[config.mk]
export PLATFORM = sky130hd
export DESIGN_NAME = led_cube_scan_driver_top
export DESIGN_NICKNAME = d
export VERILOG_FILES = /design/src/lcsd_pkg.sv /design/src/led_cube_scan_driver_top.sv /design/src/lcsd_ram.sv
export SDC_FILE = /design/constraint.sdc
export NUM_CORES = 1
export LEC_CHECK = 0
export ABC_AREA = 1
export ABC_CLOCK_PERIOD_IN_PS = 4350
export BUFFER_PORTS_ARGS = -buffer_cell sky130_fd_sc_hd__buf_4
export CORE_ASPECT_RATIO = 1.25
export CORE_MARGIN = 1.5
export CORE_UTILIZATION = 30
export DETAILED_ROUTE_END_ITERATION = 10
export GPL_ROUTABILITY_DRIVEN = 1
export SYNTH_ARGS = -nofsm -noshare
export SYNTH_HDL_FRONTEND = slang
export SYNTH_SLANG_ARGS = --single-unit
[constraint.sdc]
create_clock -name clk_i -period 4.35 [get_ports clk_i]
set_input_delay 0 -clock clk_i [delete_from_list [all_inputs] [get_ports clk_i]]
set_output_delay 0 -clock clk_i [all_outputs]
set_load 0.05 [all_outputs]
[src/lcsd_pkg.sv]
// Shared types and constants for the LED cube scan driver.
`timescale 1ns / 1ps
package lcsd_pkg;

  localparam int CubeSideDflt = 8;

  localparam logic [15:0] DwellReset = 16'd500;
  localparam logic [19:0] FrameReset = 20'd20000;
  localparam logic [19:0] SinceMax   = 20'hFFFFF;

  localparam logic [1:0] OpTick    = 2'd0;
  localparam logic [1:0] OpWrite   = 2'd1;
  localparam logic [1:0] OpAllOn   = 2'd2;
  localparam logic [1:0] OpAllOff  = 2'd3;

  localparam logic RegDwell = 1'b0;
  localparam logic RegFrame = 1'b1;

  typedef struct packed {
    logic [1:0] op;
    logic [2:0] column;
    logic [2:0] layer;
    logic [7:0] row_bits;
  } in_req_t;

  typedef struct packed {
    logic [7:0] row_data;
    logic [7:0] latch_strobe;
    logic [7:0] layer_enable;
    logic       scan_active;
  } out_rsp_t;

endpackage

[src/led_cube_scan_driver_top.sv]
// Top level of the LED cube scan driver: request decode, scan sequencer, result stages.
//
// Requests arrive on in_valid_i/in_ready_o with an in_req_t payload: a scan
// tick, a word write, all on or all off. Only scan ticks return a result on
// out_valid_o/out_ready_i; the other requests update the display store at once.
// One request is taken per cycle while in_ready_o is high. The edge that takes a
// tick registers the display store read; the output register is loaded when the
// read stage advances, which a stalled receiver can delay.
// A tick during latching drives one column word with its one-hot strobe; a tick
// during dwell drives the layer enable; an idle tick returns all zero.
// When the receiver stalls, the output register holds and one more result
// waits in the read stage; in_ready_o drops only when both are full.
// Reset clears the scan state, sets the frame counter so the first tick starts
// a scan, and marks every store word as reading dark through per-word valid
// bits; no clearing pass is needed. All on and all off act at once by
// clearing the valid bits and setting the fill value.
// Configuration: dwell_ticks at address 0, frame_ticks at address 4, to be written through
// the APB port only while idle; the block itself does not enforce this.
`timescale 1ns / 1ps
module led_cube_scan_driver_top #(
  parameter int CUBE_SIDE = lcsd_pkg::CubeSideDflt
) (
  input  logic               clk_i,
  input  logic               rst_ni,
  input  logic               in_valid_i,
  output logic               in_ready_o,
  input  lcsd_pkg::in_req_t  in_req_i,
  output logic               out_valid_o,
  input  logic               out_ready_i,
  output lcsd_pkg::out_rsp_t out_rsp_o,
  input  logic               psel,
  input  logic               penable,
  input  logic               pwrite,
  input  logic [2:0]         paddr,
  input  logic [31:0]        pwdata,
  output logic [31:0]        prdata,
  output logic               pready
);

  import lcsd_pkg::*;

  localparam int Depth = CUBE_SIDE * CUBE_SIDE;
  localparam int AW    = $clog2(Depth);
  localparam int LW    = $clog2(CUBE_SIDE);
  localparam int CW    = $clog2(CUBE_SIDE + 1);
  localparam int RowW  = (CUBE_SIDE < 8) ? CUBE_SIDE : 8;
  localparam logic [RowW-1:0] RowMask = {RowW{1'b1}};

  // configuration
  logic [15:0] dwell_q;
  logic [19:0] frame_q;
  logic        cfg_wr;

  assign cfg_wr = psel && penable && pwrite;
  assign pready = 1'b1;
  assign prdata = (paddr[2] == RegFrame) ? 32'(frame_q) : 32'(dwell_q);

  always_ff @(posedge clk_i or negedge rst_ni) begin
    if (!rst_ni) begin
      dwell_q <= DwellReset;
      frame_q <= FrameReset;
    end else if (cfg_wr) begin
      if (paddr[2] == RegDwell) begin
        dwell_q <= pwdata[15:0];
      end else begin
        frame_q <= pwdata[19:0];
      end
    end
  end

  // handshake and stages
  logic s1_v_q, out_v_q, s2_free, s1_adv, in_acc, tick_acc;

  assign s2_free    = !out_v_q || out_ready_i;
  assign s1_adv     = s1_v_q && s2_free;
  assign in_ready_o = !s1_v_q || s2_free;
  assign in_acc     = in_valid_i && in_ready_o;
  assign tick_acc   = in_acc && (in_req_i.op == OpTick);

  // display store: RAM plus valid bits and fill value
  logic [Depth-1:0] vld_q, vld_d;
  logic [RowW-1:0]  fill_q, fill_d;
  logic             wr_ok, ram_we;
  logic [AW-1:0]    waddr, raddr;
  logic [RowW-1:0]  rdata;

  assign wr_ok  = (32'(in_req_i.column) < CUBE_SIDE) && (32'(in_req_i.layer) < CUBE_SIDE);
  assign ram_we = in_acc && (in_req_i.op == OpWrite) && wr_ok;
  assign waddr  = AW'(32'(in_req_i.layer) * CUBE_SIDE + 32'(in_req_i.column));

  always_comb begin
    vld_d  = vld_q;
    fill_d = fill_q;
    if (in_acc) begin
      case (in_req_i.op)
        OpWrite: begin
          if (wr_ok) begin
            vld_d[waddr] = 1'b1;
          end
        end
        OpAllOn: begin
          vld_d  = '0;
          fill_d = RowMask;
        end
        OpAllOff: begin
          vld_d  = '0;
          fill_d = '0;
        end
        default: ;
      endcase
    end
  end

  always_ff @(posedge clk_i or negedge rst_ni) begin
    if (!rst_ni) begin
      vld_q  <= '0;
      fill_q <= '0;
    end else begin
      vld_q  <= vld_d;
      fill_q <= fill_d;
    end
  end

  // scan sequencer
  logic          scanning_q, scanning_d;
  logic [LW-1:0] layer_q, layer_d, lay_cur;
  logic [CW-1:0] col_q, col_d, col_cur, col_lat;
  logic [15:0]   dcnt_q, dcnt_d, dcnt_dec;
  logic [19:0]   since_q, since_d, since_mid;
  logic          start, scan_now, latch, dwell_ph;
  logic [7:0]    strobe, enable;

  assign start    = !scanning_q && (since_q >= frame_q);
  assign scan_now = scanning_q || start;
  assign lay_cur  = start ? '0 : layer_q;
  assign col_cur  = start ? '0 : col_q;
  assign latch    = scan_now && (col_cur < CW'(CUBE_SIDE));
  assign dwell_ph = scan_now && !latch;
  assign col_lat  = latch ? col_cur : '0;
  assign raddr    = AW'(32'(lay_cur) * CUBE_SIDE + 32'(col_lat));
  assign dcnt_dec = (dcnt_q != '0) ? dcnt_q - 16'd1 : dcnt_q;
  assign since_mid = start ? '0 : since_q;

  always_comb begin
    for (int i = 0; i < 8; i++) begin
      strobe[i] = latch && (32'(col_cur) == i);
      enable[i] = dwell_ph && (32'(lay_cur) == i);
    end
  end

  always_comb begin
    scanning_d = scanning_q;
    layer_d    = layer_q;
    col_d      = col_q;
    dcnt_d     = dcnt_q;
    since_d    = since_q;
    if (tick_acc) begin
      scanning_d = scan_now;
      layer_d    = lay_cur;
      col_d      = col_cur;
      since_d    = (since_mid != SinceMax) ? since_mid + 20'd1 : since_mid;
      if (latch) begin
        col_d = col_cur + CW'(1);
        if (col_d >= CW'(CUBE_SIDE)) begin
          dcnt_d = (dwell_q != '0) ? dwell_q : 16'd1;
        end
      end else if (dwell_ph) begin
        dcnt_d = dcnt_dec;
        if (dcnt_dec == '0) begin
          col_d = '0;
          if (lay_cur == LW'(CUBE_SIDE - 1)) begin
            scanning_d = 1'b0;
            layer_d    = '0;
          end else begin
            layer_d = lay_cur + LW'(1);
          end
        end
      end
    end
  end

  always_ff @(posedge clk_i or negedge rst_ni) begin
    if (!rst_ni) begin
      scanning_q <= 1'b0;
      layer_q    <= '0;
      col_q      <= '0;
      dcnt_q     <= '0;
      since_q    <= SinceMax;
    end else begin
      scanning_q <= scanning_d;
      layer_q    <= layer_d;
      col_q      <= col_d;
      dcnt_q     <= dcnt_d;
      since_q    <= since_d;
    end
  end

  lcsd_ram #(
    .Width (RowW),
    .Depth (Depth)
  ) u_store (
    .clk_i   (clk_i),
    .we_i    (ram_we),
    .waddr_i (waddr),
    .wdata_i (in_req_i.row_bits[RowW-1:0]),
    .re_i    (tick_acc),
    .raddr_i (raddr),
    .rdata_o (rdata)
  );

  // read stage
  logic            s1_latch_q, s1_hit_q, s1_active_q;
  logic [RowW-1:0] s1_fill_q;
  logic [7:0]      s1_strobe_q, s1_enable_q;
  logic [RowW-1:0] s1_row;

  always_ff @(posedge clk_i or negedge rst_ni) begin
    if (!rst_ni) begin
      s1_v_q <= 1'b0;
    end else if (tick_acc) begin
      s1_v_q <= 1'b1;
    end else if (s1_adv) begin
      s1_v_q <= 1'b0;
    end
  end

  always_ff @(posedge clk_i) begin
    if (tick_acc) begin
      s1_latch_q  <= latch;
      s1_hit_q    <= vld_q[raddr];
      s1_fill_q   <= fill_q;
      s1_strobe_q <= strobe;
      s1_enable_q <= enable;
      s1_active_q <= scan_now;
    end
  end

  assign s1_row = !s1_latch_q ? '0 : (s1_hit_q ? rdata : s1_fill_q);

  // output register
  out_rsp_t out_q;

  always_ff @(posedge clk_i or negedge rst_ni) begin
    if (!rst_ni) begin
      out_v_q <= 1'b0;
    end else if (s1_adv) begin
      out_v_q <= 1'b1;
    end else if (out_ready_i) begin
      out_v_q <= 1'b0;
    end
  end

  always_ff @(posedge clk_i) begin
    if (s1_adv) begin
      out_q.row_data     <= 8'(s1_row);
      out_q.latch_strobe <= s1_strobe_q;
      out_q.layer_enable <= s1_enable_q;
      out_q.scan_active  <= s1_active_q;
    end
  end

  assign out_valid_o = out_v_q;
  assign out_rsp_o   = out_q;

  // checks
  a_col_range: assert property (@(posedge clk_i) disable iff (!rst_ni)
    col_q <= CW'(CUBE_SIDE))
    else $error("scan column beyond dwell code");

  a_strobe_enable_excl: assert property (@(posedge clk_i) disable iff (!rst_ni)
    out_v_q |-> (out_q.latch_strobe == 8'd0 || out_q.layer_enable == 8'd0))
    else $error("latch strobe and layer enable together");

  a_idle_dark: assert property (@(posedge clk_i) disable iff (!rst_ni)
    (out_v_q && !out_q.scan_active) |->
      (out_q.row_data == 8'd0 && out_q.latch_strobe == 8'd0 && out_q.layer_enable == 8'd0))
    else $error("idle tick drives lines");

  a_onehot: assert property (@(posedge clk_i) disable iff (!rst_ni)
    out_v_q |-> ($onehot0(out_q.latch_strobe) && $onehot0(out_q.layer_enable)))
    else $error("strobe or enable not one-hot");

  a_dwell_nonzero: assert property (@(posedge clk_i) disable iff (!rst_ni)
    (scanning_q && col_q == CW'(CUBE_SIDE)) |-> (dcnt_q != 16'd0))
    else $error("dwell phase with zero count");

endmodule

[src/lcsd_ram.sv]
// Generic single-write, single-read RAM with registered read data.
`timescale 1ns / 1ps
module lcsd_ram #(
  parameter int Width = 8,
  parameter int Depth = 64
) (
  input  logic                     clk_i,
  input  logic                     we_i,
  input  logic [$clog2(Depth)-1:0] waddr_i,
  input  logic [Width-1:0]         wdata_i,
  input  logic                     re_i,
  input  logic [$clog2(Depth)-1:0] raddr_i,
  output logic [Width-1:0]         rdata_o
);

  logic [Width-1:0] mem_q [Depth];
  logic [Width-1:0] rdata_q;

  always_ff @(posedge clk_i) begin
    if (we_i) begin
      mem_q[waddr_i] <= wdata_i;
    end
    if (re_i) begin
      rdata_q <= mem_q[raddr_i];
    end
  end

  assign rdata_o = rdata_q;

endmodule

==> reports/metrics.sh <==
MAX_FREQ_GHz=0.290
AREA.SEQUENTIAL_UM2=20700
DRT_PRE_ANTENNA_ITERS=6
PLACE_CONGESTION=0.867
IOS=118
RSZ0062_AT_GRT='false'
POWER.TOTAL_uW=15900
N_ANTENNA_CELL=0
CLOCK_TREE.BUFFER_DEPTH=3
MAXCAPVIOLCOUNT=0
SYNTH.YOSYS.WARNINGS=0
DRIVE_ABOVE_1_SHARE_PCT=16.7
ROUTE.MET3.WL_MM=4.58
PORT-BUFFER-COUNT=90
GRT_START_MAX_NET_PINS=106
FAILED_CHECKS='negative hold slack'
FINALNONFILLERCELLS=4532
CP_COMMON_CELL='sky130_fd_sc_hd__nand2_1'
GRT_USAGE_PCT=15.1
MAPPEDNETLISTAREA_UM2=31700
GRT_FIRST_PASS_WIRELENGTH_MM=126
WORST_SETUP_HOLD_PATH_CLK_SLEW_NS=0.06
SYNTH-EDFF-COUNT=565
DIE-AREA_UM2=108000
ROUTED_WL_MM=82.2
CLK-INSERTION-DELAY-LATE_NS=0.64
FINALCRITICALPERIOD_NS=3.45
POST_SYNTH_INST_COUNT=2949
SWITCHING_SHARE_PCT=23.7
WL_MET1_MM=36.7
YOSYS_REGISTER_BITS=712
FINAL.PERIOD_UTILIZATION_PCT=79.4
WORST_SETUP_PATH_END_KIND='register'
DP.CELLS=4351
COMB_POWER_SHARE_PCT=7.5
WORSTMARGINPINSLEW_NS=1.16
MIN_PATH_TYPE='input pin to asynchronous set/reset pin'
FILL_CELLS=10300
CTS_TREE='yes'
CLOCK_POWER_SHARE_PCT=44.3
TIMING_WORST_SETUP_PATH_TYPE='register to register'
TIMING.MAX_SLEW.REL_SLACK_PCT=22.7
INTPOWER_uW=12100
FINAL.SETUP.TNS_NS=0
YS_SEQ_AREA_SHARE_PCT=65.2
INITIAL_UTILIZATION_PCT=30.2
SWITCHINGPOWER_uW=3770
DOMINANT_DELAY_CONTRIBUTOR_BY_CELL_FAMILY_ON_THE_CRITICAL_PATH='simple AND/OR/NAND/NOR gates'
CELLPOWERDENSITY_nW_PER_UM2=430
YS_DOMINANT_REG_CELL='sky130_fd_sc_hd__edfxtp_1'
VIAS_PER_CELL=4.80
CRITICAL_PATH.STARTPOINT_TYPE='register'
PATH_CELLS='ha_1 > a21o_1 > nor2_1 > nand2_1 > nand2_1 > nand4_2 > nand2_4 > inv_4 > nor2_2 > ha_1 > nand2_1 > nor2_1 > and2_4 > nand4_4 > nand3_1 > nand2_1 > nand2_1'
CPMAXSTAGEDELAYCELL='sky130_fd_sc_hd__dfstp_2'
RUN_STATUS='complete, but fails checks'
ASYNCSETRESETFLOPFRACSYNTH_PCT=20.6
FP.DIEW_UM=294
CLOCK_TREE.ROOT_CELL='sky130_fd_sc_hd__clkbuf_16'
HIGHEST_LAYER='met5'
SETUP_VIOL=0
CTS.SINK_COUNT=712
DIE_HEIGHT_UM=366
REMAINING_DRC_ERRORS=0
PATH_BUF_INV=1
FINALHOLDWORSTSLACK_NS=-0.0176
CTS_RESIZED=0
WORST-ENDPOINT-REQUIRED_NS=4.93
FLOW.AREA_GROWTH_FROM_SYNTHESIS_PCT=16.7
CP_MAX_FO=17
ANTENNA_LEFT=0
CTS-HTREE-LEVELS=3
NETLIST-CELL-TYPE-COUNT=53
WL_MET2_MM=38.6
AVERAGE_INSTANCE_AREA_AFTER_SYNTHESIS_UM2=10.8
ROW_COUNT=133
GRT_PASS1_VIAS=21000
FINAL-MAX-SLEW-VIOLATION-COUNT=0
WIRE_PER_INST_UM=18.1
P_LEAK_uW=0.0136
MULTI_INPUT_AREA_UM2=9600
NUMBER_OF_VIAS_AFTER_DETAILED_ROUTING=21800
FINAL-HOLD-VIOLATION-COUNT=15
ANTENNA_FOUND_INITIAL=2
WORST_CLOCK_SKEW_NS=0.0275
POSTCTSSETUPBUFFERS=0
SEQPWRFRAC_PCT=48.2
SLOWEST_DELAY_NS=0.62
NNETSFINAL=3138
GRT_REMAINING_OVERFLOW=0
CTS-BUFFERS-INSERTED=79
CORE-AREA_UM2=105000
INITIALDRTVIOLATIONCOUNT=2067
DP_HPWL_MM=49.1
CP_DATA_ARRIVAL_TIME_NS=4.03
MAX-VDD-IR-DROP_mV=0.270
==> area by class of cell <==
cell class / count / share of cell area [%]
multi-input cells: 1902 / 25.9
clock inverters: 42 / 1.48
clock buffers: 106 / 6.00
flip-flops and latches: 712 / 55.9
repair buffers: 184 / 4.17
well taps: 1417 / 4.79
inverters: 169 / 1.74
==> flip-flops by register name, summed over array words and instances, names as in the netlist, 4 cells and up <==
name             flops
dcnt_q              16
u_store.rdata_o      8
vld_q               64
s1_enable_q          8
u_store.mem_q      512
col_q                4
since_q             20
s1_strobe_q          8
frame_q             20
dwell_q             16
out_rsp_o           25
==> Yosys cell counts, drive strengths merged (19+ instances only) <==
master	instances	share of area, %
nor2	572	6.9
edfxtp	565	54
nand2	321	3.9
o21ai	292	4.6
inv	165	2.0
a21oi	158	2.6
nand3	152	2.6
o211ai	146	3.5
or2	146	2.9
dfrtp	116	9.2
buf	91	1.8
clkbuf	86	1.0
ha	32	1.3
dfstp	31	2.6
nand4	22	0.59
nor3	19	0.36
==> kinds of logic (layout without fill, tap and decap cells) <==
logic type	count (synthesis)	count (layout)	share of synthesized area (%)
AO/OA/AOI/OAI	606	606	10.9
XOR/XNOR	14	14	0.410
adder cells (fa/ha/maj)	32	32	1.26
buffers and inverters	346	501	4.79
flip-flops	712	712	65.2
other	2	13	0.0237
AND/OR/NAND/NOR	1237	1237	17.4
==> through the flow <==
step	worst slack [ns]	area, µm²	utilization [%]
floorplan	1.14	31700	-
global placement	0.902	33900	32.3
CTS	0.857	37000	35.3
finish	0.896	37000	35.3
detailed placement	0.893	33900	32.3
global route	0.563	37000	35.3
==> routing by layer <==
layer,GRT usage [%],vias up
li1,-,10400
met1,20.7,10500
met2,24.4,680
met3,2.32,142
met4,4.64,4
met5,0,-
==> path summary, 6_finish.rpt <==
check / from / endpoint / slack [ns] / depth (start not counted)
worst max-delay path: since_q[11] / since_q[17] / 0.90 / 17
worst min-delay path: rst_ni / frame_q[18] / -0.02 / 2
worst max register to register: since_q[11] / since_q[17] / 0.90 / 17
worst min register to register: s1_strobe_q[4] / out_rsp_o[13] / 0.42 / 0
min in group clk_i: in_req_i[2] / u_store.mem_q[20][2] / 0 / 1
max in group asynchronous: rst_ni / vld_q[25] / 3.25 / 3
==> what timing repair did <==
item                       in CTS  in global routing
setup endpoints to repair       0                  0
hold buffers                   33                  0
hold endpoints to repair      411                  0
==> cell usage in the layout (no fill, tap or decap), drive strengths merged, types with 32 or more instances in the layout <==
cell type      n
inv          169
nand3        152
or2          146
buf          151
dfrtp        116
o211ai       146
o21ai        292
nand2        321
a21oi        158
clkbuf       106
dlygate4sd3   33
nor2         572
ha            32
edfxtp       565
==> power by group through the flow <==
stage / registers (µW) / clock network (µW) / logic (µW)
finish: 7660 / 7050 / 1200
global route: 7680 / 7400 / 1340
CTS: 7660 / 7160 / 1210
detailed placement: 7800 / 0 / 1180
global placement: 7790 / 0 / 1160
floorplan: 7770 / 0 / 761
==> worst reg2reg max path, stage by stage (launching register included) <==
cell and delay (ns):
sky130_fd_sc_hd__dfstp_2 0.62, sky130_fd_sc_hd__ha_1 0.27, sky130_fd_sc_hd__a21o_1 0.18, sky130_fd_sc_hd__nor2_1 0.11, sky130_fd_sc_hd__nand2_1 0.08, sky130_fd_sc_hd__nand2_1 0.07, sky130_fd_sc_hd__nand4_2 0.14, sky130_fd_sc_hd__nand2_4 0.20
sky130_fd_sc_hd__inv_4 0.11, sky130_fd_sc_hd__nor2_2 0.19, sky130_fd_sc_hd__ha_1 0.33, sky130_fd_sc_hd__nand2_1 0.09, sky130_fd_sc_hd__nor2_1 0.21, sky130_fd_sc_hd__and2_4 0.20, sky130_fd_sc_hd__nand4_4 0.23, sky130_fd_sc_hd__nand3_1 0.19
sky130_fd_sc_hd__nand2_1 0.07, sky130_fd_sc_hd__nand2_1 0.09
No activity file was read; power rests on OpenSTA's default activity.
